## src/bifr_pkg.sv

```systemverilog
// ----------------------------------------------------------------------------
// bifr_pkg
// shared types and constants for the bitmap invert / flip / rotate block
// ----------------------------------------------------------------------------
package bifr_pkg;

    // configuration port widths
    localparam int CFG_IDX_W  = 3;
    localparam int CFG_DATA_W = 7;

    // stream payload widths (whole bytes)
    localparam int TDATA_W = 8;

    // configuration register indexes
    typedef enum logic [CFG_IDX_W-1:0] {
        CFG_WIDTH  = 3'd0,
        CFG_HEIGHT = 3'd1,
        CFG_INVERT = 3'd2,
        CFG_MIRROR = 3'd3,
        CFG_ROTATE = 3'd4
    } t_cfg_idx;

    // commands from controller to datapath
    typedef struct packed {
        logic load;   // write pixel, advance load count
        logic fetch;  // compute source address, advance output position
        logic read;   // read store into output register
    } t_cmd;

    // status from datapath to controller
    typedef struct packed {
        logic slot_free;  // output register empty or being taken this cycle
    } t_stat;

endpackage

```

## src/bifr_ctrl.sv

```systemverilog
// ----------------------------------------------------------------------------
// bifr_ctrl
// controller: accepts beats, issues load / fetch / read commands
// ----------------------------------------------------------------------------
module bifr_ctrl (
    input  logic             i_clk,
    input  logic             i_rst_n,
    input  logic             i_in_valid,
    input  logic             i_action,
    output logic             o_in_ready,
    input  bifr_pkg::t_stat  i_stat,
    output bifr_pkg::t_cmd   o_cmd
);

    typedef enum logic {
        S_IDLE,
        S_READ
    } t_state;

    t_state r_state;
    logic   r_in_ready;
    logic   accept;

    assign accept     = i_in_valid && r_in_ready;
    assign o_in_ready = r_in_ready;

    assign o_cmd.load  = accept && !i_action;
    assign o_cmd.fetch = accept && i_action;
    assign o_cmd.read  = (r_state == S_READ) && i_stat.slot_free;

    always_ff @(posedge i_clk) begin
        if (!i_rst_n) begin
            r_state    <= S_IDLE;
            r_in_ready <= 1'b1;
        end else begin
            unique case (r_state)
                S_IDLE: begin
                    if (accept && i_action) begin
                        r_state    <= S_READ;
                        r_in_ready <= 1'b0;
                    end
                end
                S_READ: begin
                    // wait for room in the output register
                    if (i_stat.slot_free) begin
                        r_state    <= S_IDLE;
                        r_in_ready <= 1'b1;
                    end
                end
            endcase
        end
    end

endmodule

```

## config.mk

```make
export PLATFORM = sky130hd
export DESIGN_NAME = bifr_ctrl
export DESIGN_NICKNAME = d
export VERILOG_FILES = /design/src/bifr_pkg.sv /design/src/bifr_ctrl.sv
export SDC_FILE = /design/constraint.sdc
export NUM_CORES = 1
export LEC_CHECK = 0
export ABC_AREA = 1
export BUFFER_PORTS_ARGS = -buffer_cell sky130_fd_sc_hd__clkbuf_2
export CAP_MARGIN = 20
export CORE_AREA = 5 5 42 44
export CTS_BUF_LIST = sky130_fd_sc_hd__clkbuf_2
export CTS_CLUSTER_DIAMETER = 30
export CTS_CLUSTER_SIZE = 10
export DETAILED_ROUTE_END_ITERATION = 10
export DIE_AREA = 0 0 47 49
export GPL_ROUTABILITY_DRIVEN = 0
export PLACE_DENSITY_LB_ADDON = 0.15
export RECOVER_POWER = 100
export SLEW_MARGIN = 40
export SYNTH_ARGS = -nofsm -noshare
export SYNTH_HDL_FRONTEND = slang
export SYNTH_SLANG_ARGS = --single-unit
```

## constraint.sdc

```tcl
create_clock -name i_clk -period 1.6 [get_ports i_clk]
set_input_delay 0.4 -clock i_clk [delete_from_list [all_inputs] [get_ports i_clk]]
set_output_delay 0.4 -clock i_clk [all_outputs]
set_load 0.005 [all_outputs]
```

Word-level counts from Yosys, hierarchy flattened --
Index checks and enable logic that the tools add are counted.
Operators by class: bitwise gates (word level) 1, reductions and logical operators 6, eq/ne operators 2, mux-type cells 6
Operators with widths (number):
- $logic_and A1 B1 Y1 | 4
- $mux W1 | 4
- $ne A2 B2 Y1 const B | 2
- $pmux W1 S2 | 2
- $reduce_and A2 Y1 | 1
- $logic_not A1 Y1 | 1
- $not A1 Y1 | 1
Word-level totals: word-level logic and storage cells 17, output and inout bits 4, input port bits 5, register bits after elaboration 2

Depth between registers and ports, before layout --
Gate-level depths: netlist of the first run.
word-level depth 4, mapped depth 4, gate-level depth less buffers 4

Worst setup path after synthesis of the first run --
OpenSTA, ideal clock, no wires.
kind input port to output port, from input port i_action, to output port o_cmd[1] (netlist name), slack 0.660 ns, buffers on the path 0, cell stages on the path 2, data required time 1.200 ns, arrival time 0.540 ns, path through nand3_2 > inv_1
RTL lines:
- start: declaration | line bifr_ctrl.sv:9 | input logic i_action,
- end: declaration | line bifr_ctrl.sv:12 | output bifr_pkg::t_cmd o_cmd

==> results of run 1 <==
## cell usage after synthesis
cell type | count | area (µm²)
sky130_fd_sc_hd__dfxtp_1 | 2 | 40.04
sky130_fd_sc_hd__nand3_2 | 1 | 10.01
sky130_fd_sc_hd__nor2_1 | 4 | 15.01
sky130_fd_sc_hd__nand2_1 | 4 | 15.01
sky130_fd_sc_hd__a21oi_1 | 1 | 5.000
sky130_fd_sc_hd__inv_1 | 3 | 11.26
## cell families (layout without fill, tap and decap cells)
kind of cell    count (synthesis)  count (layout)
compound gates                  1               1
buf+inv                         3              14
flops                           2               2
simple gates                    9               9
## final cells by class
cell class,count,area [µm²]
sequential,2,40.04
tap,16,20.02
fill,169,1237
inverter,3,11.26
timing repair buffer,8,37.54
multi-input combinational,10,40.04
clock buffer,3,15.01
## worst max-delay path, stage by stage (launching register included)
cell and delay, ps:
sky130_fd_sc_hd__dfxtp_1 360, sky130_fd_sc_hd__nand3_1 140, sky130_fd_sc_hd__inv_1 80, sky130_fd_sc_hd__clkbuf_2 110
## sequential cells by signal, indices dropped and copies added (netlist names)
name,cells
o_in_ready,1
r_state,1
## worst max-delay path by stage
stage	from	to	slack [ps]	depth (start not counted)
after CTS	o_in_ready	o_cmd[1]	310	3
after global placement	i_action	o_cmd[1]	440	4
after floorplan	i_action	o_cmd[1]	660	2
after global routing	o_in_ready	o_cmd[1]	210	3
after detailed placement	i_action	o_cmd[1]	420	4
final	o_in_ready	o_cmd[1]	320	3
## routing by layer
layer / global-route usage (%) / part of all wire (%)
met1: 4.158 / 57
met2: 2.489 / 31
met3: 3.321 / 12
met4: 4.147 / 0
met5: 0 / 0
## power by group
| part | leakage, µW | total [µW] | internal, µW | switching [µW] |
|---|---|---|---|---|
| sequential | 0.0000165 | 57.7 | 54.6 | 3.11 |
| clock | 0.0000125 | 78.9 | 49.8 | 29.1 |
| combinational | 0.0000688 | 23.8 | 11.4 | 12.5 |
| total | 0.0000978 | 160 | 116 | 44.6 |
## per-stage QoR
stage / area (µm²) / total power, µW / setup slack [ps]
6_report: 163.9 / 160.5 / 323.1
5_1_grt: 163.9 / 183.9 / 207.7
4_1_cts: 171.4 / 171.4 / 311.7
3_5_place_dp: 156.4 / 85.06 / 418.4
3_3_place_gp: 156.4 / 84.26 / 443.6
2_1_floorplan: 96.34 / 69.86 / 659.8
==> flow_summary.yaml, run 1 <==
routing:
  first_pass_iters: 2
  detail_route.drc_violations: 0
  via_per_inst: 2.929
  avgRoutedWirePerCell_um: 6.952
  dr.first_iter.drc_count: 1
  via_count: 123
  route.final.wire_length_um: 292
  detail-route-antenna-nets: 0
setup_path:
  worst_reg2reg_path_depth: 3
  reg2reg_setup_slack_ps: 830
  setup.worst_path.end_class: "output pin"
  worstPathRequired_ps: 1200
  setup.worst_path.start_class: "flip-flop"
  path_type_of_the_worst_setup_path: "flip-flop to output pin"
  critical_path.max_fanout: 4
  worst_ep_arrival_time_ps: 880
  crit-reg2reg-launch: "o_in_ready"
  worstReg2RegEnd: "o_in_ready"
cells_and_area:
  utilization_pct: 11.70
  final_common_cell: "sky130_fd_sc_hd__clkbuf_2"
  finalNonFillerCells: 42
  syn_to_final_growth_pct: 70.13
  final_net_count: 33
  diodes: 0
  layout-drive-gt1-share_pct: 34.62
  final_cell_mix: "sky130_fd_sc_hd__clkbuf_2, sky130_fd_sc_hd__nand2_1, sky130_fd_sc_hd__nor2_1, sky130_fd_sc_hd__inv_1"
clock_tree:
  postCtsResizedCells: 0
  ctsHoldBuffers: 0
  ctsRootBufferMaster: "sky130_fd_sc_hd__clkbuf_2"
  clock_latency_ps: 190
  h-tree-depth: 1
  cts_num_sinks: 2
  clk_path_buf_depth: 2
  cts_made_buffers: 3
  tritoncts_clock_tree: "built"
  postCtsSetupRepairBufs: 0
  worst_setup_hold_path_clk_slew_ps: 30
placed_design:
  post-dp-hpwl_um: 235.7
  place.port_buffers: 8
  dp.cells: 39
floorplan:
  fp-row-count: 14
  floorplan.die.height_um: 49
  initial_core_util_pct: 6.875
  floorplan.die_area_um2: 2303
  chipWidth_um: 47
  fp.coreArea_um2: 1401
  ios: 9
sta:
  clock_skew_ps: 2.678
  slew_violations: 0
  timing.hold.ws_ps: 462.3
  fmax_mhz: 783.1
  timing_worst_slew_pin_value_ps: 131.1
  grt_setup_unrepaired: "false"
  finalCritPeriodShare_pct: 79.81
  timing.final.crit_period_ps: 1277
  max-slew-margin-rel_pct: 91.23
  timing.final.hold_violations: 0
  setup_tns_ps: 0
  finalSetupViolCount: 0
synthesis:
  postSynthCellCount: 15
  syn_avg_cell_area_um2: 6.423
  basic_gate_share_of_the_synthesized_area_counting_and_or_nand_and_nor_cells_pct: 41.56
  post_synth_xor_area_fraction_pct: 0
  postSynthRegisterBits: 2
  synth_fp_nets: 20
  synth_adder_area_share_pct: 0
  post_synth_instance_area_um2: 96.34
  synth_top_family_by_area: "simple AND/OR/NAND/NOR gates"
  yosysSeqAreaShare_pct: 41.56
  yosysWarnings: 0
  ys_types: 6
  post_synth_mux_area_share_pct: 0
  synth_compound_gate_area_share_pct: 5.195
grt:
  pin_count_of_the_biggest_net_entering_global_routing: 5
  global_route.usage.total_pct: 3.376
  vias_in_the_first_global_route: 130
  antenna_found_initial: 0
  grt_pass1_wl_um: 476
  grt.overflow.total: 0
job:
  drv.max_cap_violation_count: 0
min_path:
  min_to: "r_state"
  min-delay-path-class: "primary input to flip-flop"
  hp_start: "i_rst_n"
  whs_path_depth: 3
power_and_ir_drop:
  power.density_cell_area_nw_per_um2: 978.9
  ir_drop_v: 0.0002567
  leakage_uw: 0.00009782
run_status:
  outcome: "finished, final reports clean"
(Power assumes the default switching activity.)
==> run 2: changes to the inputs <==
Settings changed: ABC_AREA 1 to 0.
Clock period 1.6 ns to 1.1 ns, I/O delays scaled along.
==> run 2 against run 1 <==
  * Cell area increased by 14%
  * Setup slack got worse by 290 ps
  * Largest power group unchanged
  * Global-route usage increased by 0.28 points
  * Routed wire length is 15% higher
  * Non-clock buffer count unchanged
  * Hold slack worse by 210 ps
  * Via count rose by 7.3%
  * Synthesized cell count fell by 20%
  * Critical path depth is 1 lower
==> flow_summary.yaml, run 2 <==
run_status:
  outcome: "finished, final reports clean"
synthesis:
  post-synth-top-area-fraction_pct: 37.65
  postSynthRegisterBits: 2
  synth_enable_flop_cells: 0
  synth_fp_nets: 17
  yosysSeqAreaShare_pct: 37.65
  ys_types: 11
  basic_gate_share_of_the_synthesized_area_counting_and_or_nand_and_nor_cells_pct: 42.35
  synth_top_cells_by_area: "sky130_fd_sc_hd__dfxtp_1, sky130_fd_sc_hd__and3b_1, sky130_fd_sc_hd__nand4b_1"
  synth_compound_gate_area_share_pct: 20.00
  post_synth_xor_area_fraction_pct: 0
  syn_avg_cell_area_um2: 8.863
  synth_adder_area_share_pct: 0
  postSynthCellCount: 12
  post_synth_instance_area_um2: 106.4
  post_synth_mux_area_share_pct: 0
  post-synth-top-area-cell: "sky130_fd_sc_hd__dfxtp_1"
  synth_top_family_by_area: "simple AND/OR/NAND/NOR gates"
  post-synth-top-count-cell: "sky130_fd_sc_hd__dfxtp_1"
  async_reset_ff_share_pct: 0
  yosysWarnings: 0
  synthFlopType: "sky130_fd_sc_hd__dfxtp_1"
sta:
  fmax_mhz: 936.1
  finalSetupViolCount: 0
  finalCritPeriodShare_pct: 97.11
  timing.final.hold_violations: 0
  max-slew-margin-rel_pct: 89.94
  timing_worst_slew_pin_value_ps: 150.9
  post-route-worst-setup-slack_ps: 31.74
  timing.final.crit_period_ps: 1068
  grt_setup_unrepaired: "true"
  slew_violations: 0
  clock_skew_ps: 0.4377
  setup_tns_ps: 0
placed_design:
  dp_worst_setup_slack_ps: 149.7
  standard_cell_area_after_detailed_placement_um2: 166.4
  place.port_buffers: 8
clock_tree:
  cts_made_buffers: 3
  ctsHoldBuffers: 0
  clock_latency_ps: 190
  postCtsResizedCells: 2
  cts_num_sinks: 2
  worst_setup_hold_path_clk_slew_ps: 30
  tritoncts_clock_tree: "built"
  h-tree-depth: 1
  postCtsSetupRepairBufs: 0
  ctsRootBufferMaster: "sky130_fd_sc_hd__clkbuf_2"
  clk_path_buf_depth: 2
grt:
  grt_pass1_wl_um: 531
  antenna_found_initial: 0
  grt.overflow.total: 0
  global_route.usage.total_pct: 3.657
  vias_in_the_first_global_route: 143
  pin_count_of_the_biggest_net_entering_global_routing: 6
job:
  drv.max_cap_violation_count: 0
floorplan:
  fp-row-count: 14
  floorplan.die.height_um: 49
  initial_core_util_pct: 7.589
  ios: 9
  floorplan.die_area_um2: 2303
  chipWidth_um: 47
  fp.coreArea_um2: 1401
setup_path:
  path_cells: "and3_1 -> clkbuf_2"
  critical_path.max_fanout: 5
  setup.worst_path.start_class: "flip-flop"
  worst_ep_arrival_time_ps: 790
  path_type_of_the_worst_setup_path: "flip-flop to output pin"
  family_with_the_most_delay_on_the_worst_path: "flip-flops"
  worstPathRequired_ps: 820
  crit_slowest_cell: "sky130_fd_sc_hd__dfxtp_4"
  setup.worst_path.end_class: "output pin"
  cp_slowest_stage_delay_ps: 350
  path_buf_inv: 1
min_path:
  min-delay-path-class: "primary input to flip-flop"
cells_and_area:
  final_net_count: 30
  syn_to_final_growth_pct: 75.29
  layout-drive-gt1-share_pct: 65.22
  utilization_pct: 13.30
  diodes: 0
  final_common_cell: "sky130_fd_sc_hd__clkbuf_2"
  final_cell_area_um2: 186.4
power_and_ir_drop:
  ir_drop_v: 0.0003226
  leakage_uw: 0.00009296
  power.density_cell_area_nw_per_um2: 1244
  fin_total_pwr_uw: 231.9
routing:
  met1_routed_wirelength_after_detailed_routing_um: 168
  met2RoutedLength_um: 115
  dr.first_iter.drc_count: 1
  via_count: 132
  detail_route.drc_violations: 0
  highest-signal-layer: "met3"
  first_pass_iters: 2
  via_per_inst: 3.385
  detail-route-antenna-nets: 0
  avgRoutedWirePerCell_um: 8.590
  met3WireLength_um: 51
  route.final.wire_length_um: 335
[run 2: changes by cell type in the layout (fill, tap and decap cells not counted), moves of 2 or more]
cell / before / now
sky130_fd_sc_hd__clkbuf_1: 2 / 0
sky130_fd_sc_hd__dfxtp_1: 2 / 0
sky130_fd_sc_hd__inv_1: 3 / 0
sky130_fd_sc_hd__nand2_1: 4 / 1
sky130_fd_sc_hd__nor2_1: 4 / 1
[run 2: layout make-up]
type                       count  area, µm²
fill                         174       1215
timing repair buffer           8      40.04
clock buffer                   3      15.01
tap                           16      20.02
sequential                     2      45.04
multi-input combinational     10      66.31
[run 2: path summary, 6_finish.rpt]
path / slack, ps / start / end / cells after the start
max reg2reg: 380 / r_state / r_state / 2
min: 260 / i_rst_n / o_in_ready / 2
max: 30 / o_in_ready / o_cmd[1] / 2
min reg2reg: 500 / r_state / r_state / 2
[run 2: metrics by stage]
stage	cells	hold slack, ps
2_1_floorplan	12	334.2
4_1_cts	39	240.1
6_report	39	256.8
3_3_place_gp	36	444.7
5_1_grt	39	259.5
3_5_place_dp	36	447.9
[run 2: where the power goes]
part           switching [µW]  internal, µW
Sequential               5.48          78.1
Clock                    39.9          72.4
Combinational            15.8          20.1
[run 2: layer usage]
metal,track usage [%],up-vias
li1,-,67
met1,4.595,56
met2,3.620,9
met3,2.214,0
met4,4.147,0
met5,0,-
[run 2: cell families after synthesis]
logic type,after synthesis
AOI/OAI and AO/OA,3
and+or+nand+nor,7
DFF,2
==> run 3: changes to the inputs <==
--- a/constraint.sdc
+++ b/constraint.sdc
@@ -3,2 +3,2 @@
 set_output_delay 0.275 -clock i_clk [all_outputs]
-set_load 0.005 [all_outputs]
+set_load 0.1 [all_outputs]
==> run 3 against run 2 <==
  * The flow now finishes with violations (setup timing)
  * Largest power group is now combinational cells
  * Via count increased by 11%
  * Highest routed layer unchanged
  * Utilization increased by 7.3 points
  * Non-clock buffer count increased by 3
  * Hold slack got worse by 10 ps
  * Critical path type unchanged
  * Sequential cell count unchanged
  * Clock skew increased by 6.8 ps
  * Cell area increased by 55%
==> flow_summary.yaml, run 3 (synthesized netlist as in run 2, its figures left out) <==
routing:
  first_pass_iters: 1
  detail-route-antenna-nets: 0
  avgRoutedWirePerCell_um: 8.302
  via_per_inst: 3.419
  route.final.wire_length_um: 357
  dr.first_iter.drc_count: 0
  via_count: 147
  detail_route.drc_violations: 0
sta:
  setup_tns_ps: -156.3
  post-route-worst-setup-slack_ps: -77.61
  max-slew-margin-rel_pct: 90.23
  clock_skew_ps: 7.265
  slew_violations: 0
  finalSetupViolCount: 4
  timing.final.hold_violations: 0
  timing_worst_slew_pin_value_ps: 145.2
  finalCritPeriodShare_pct: 107.1
  timing.hold.ws_ps: 246.5
  grt_setup_unrepaired: "true"
  fmax_mhz: 849.2
  timing.final.crit_period_ps: 1178
floorplan:
  ios: 9
  floorplan.die.height_um: 49
  initial_core_util_pct: 7.589
  fp-row-count: 14
  fp.coreArea_um2: 1401
  chipWidth_um: 47
  floorplan.die_area_um2: 2303
min_path:
  min-delay-path-class: "primary input to flip-flop"
cells_and_area:
  final_cell_area_um2: 289.0
  diodes: 0
  final_net_count: 33
  layout-drive-gt1-share_pct: 77.78
  final_cell_mix: "sky130_fd_sc_hd__clkbuf_2, sky130_fd_sc_hd__buf_12, sky130_fd_sc_hd__buf_4"
  final_common_cell: "sky130_fd_sc_hd__clkbuf_2"
  fill_cells: 158
  syn_to_final_growth_pct: 171.8
setup_path:
  path_cells: "and3_4 -> buf_12"
  cp_slowest_stage_delay_ps: 350
  family_with_the_most_delay_on_the_worst_path: "flip-flops"
  path_type_of_the_worst_setup_path: "flip-flop to output pin"
  critical_path.max_fanout: 4
  crit_slowest_cell: "sky130_fd_sc_hd__dfxtp_4"
  setup.worst_path.start_class: "flip-flop"
  worstPathRequired_ps: 820
  path_buf_inv: 1
  reg2reg_setup_slack_ps: 250
  worst_ep_arrival_time_ps: 900
  setup.worst_path.end_class: "output pin"
grt:
  grt_pass1_wl_um: 607
  pin_count_of_the_biggest_net_entering_global_routing: 5
  global_route.usage.total_pct: 3.944
  grt.overflow.total: 0
  vias_in_the_first_global_route: 146
  antenna_found_initial: 0
clock_tree:
  ctsRootBufferMaster: "sky130_fd_sc_hd__clkbuf_2"
  tritoncts_clock_tree: "built"
  clock_latency_ps: 200
  cts_num_sinks: 2
  cts_made_buffers: 3
  h-tree-depth: 1
  worst_setup_hold_path_clk_slew_ps: 40
  clk_path_buf_depth: 2
placed_design:
  post-dp-hpwl_um: 262.2
  standard_cell_area_after_detailed_placement_um2: 241.5
  place.port_buffers: 8
  dp_worst_setup_slack_ps: 28.90
power_and_ir_drop:
  ir_drop_v: 0.0004459
  leakage_uw: 0.0001291
  power.density_cell_area_nw_per_um2: 1294
job:
  drv.max_cap_violation_count: 0
run_status:
  failed_checks: "setup timing"
  outcome: "finished with violations"
==> run 3: cell type report <==
cell class / count / area, µm² / area share, %
timing repair buffer: 11 / 122.6 / 42.42
multi-input combinational: 10 / 82.58 / 28.57
sequential: 2 / 43.79 / 15.15
clock buffer: 4 / 20.02 / 6.926
tap: 16 / 20.02 / 6.926
==> run 3: worst reg2reg max path: stages (launching register included) <==
cell and delay (ps):
sky130_fd_sc_hd__dfxtp_1 300, sky130_fd_sc_hd__buf_4 140, sky130_fd_sc_hd__nand4b_1 170, sky130_fd_sc_hd__a21boi_0 170
==> run 3: per-stage QoR <==
stage / std cells / total power (µW) / util, %
finish: 43 / 374.0 / 20.63
global route: 43 / 398.2 / 20.63
CTS: 43 / 386.2 / 20.71
detailed placement: 36 / 218.7 / 17.23
global placement: 36 / 218.9 / 17.23
floorplan: 12 / 164.5 / -
==> run 3: where the power goes <==
group	switching (µW)	internal, µW	leakage (µW)	total (µW)
clock	48.7	95.7	0.0000166	144
sequential	4.28	77.5	0.0000166	81.7
combinational	88.3	59.5	0.0000960	148
total	141	233	0.000129	374
==> run 3: timing repair <==
item / in CTS / in global routing
pin swaps: 1 / 0
resized for setup: 3 / 0
endpoints found under the hold margin: 0 / 0
hold buffers: 0 / 0
setup endpoints to repair: 3 / 4
buffers inserted: 3 / 0
==> run 3: path summary, 6_finish.rpt <==
kind,startpoint,to,depth (start not counted)
worst max-delay path,o_in_ready,o_cmd[1],2
worst min-delay path,i_rst_n,o_in_ready,2
worst max register to register,r_state,r_state,3
worst min register to register,r_state,r_state,3
==> run 3: per-layer routing <==
metal	share of wire, %	vias up	wire length (µm)	track usage (%)
li1	-	75	-	-
met1	39	66	139	4.615
met2	46	6	164	4.299
met3	15	0	52	3.690
met4	0	0	0	2.765
met5	0	-	0	0
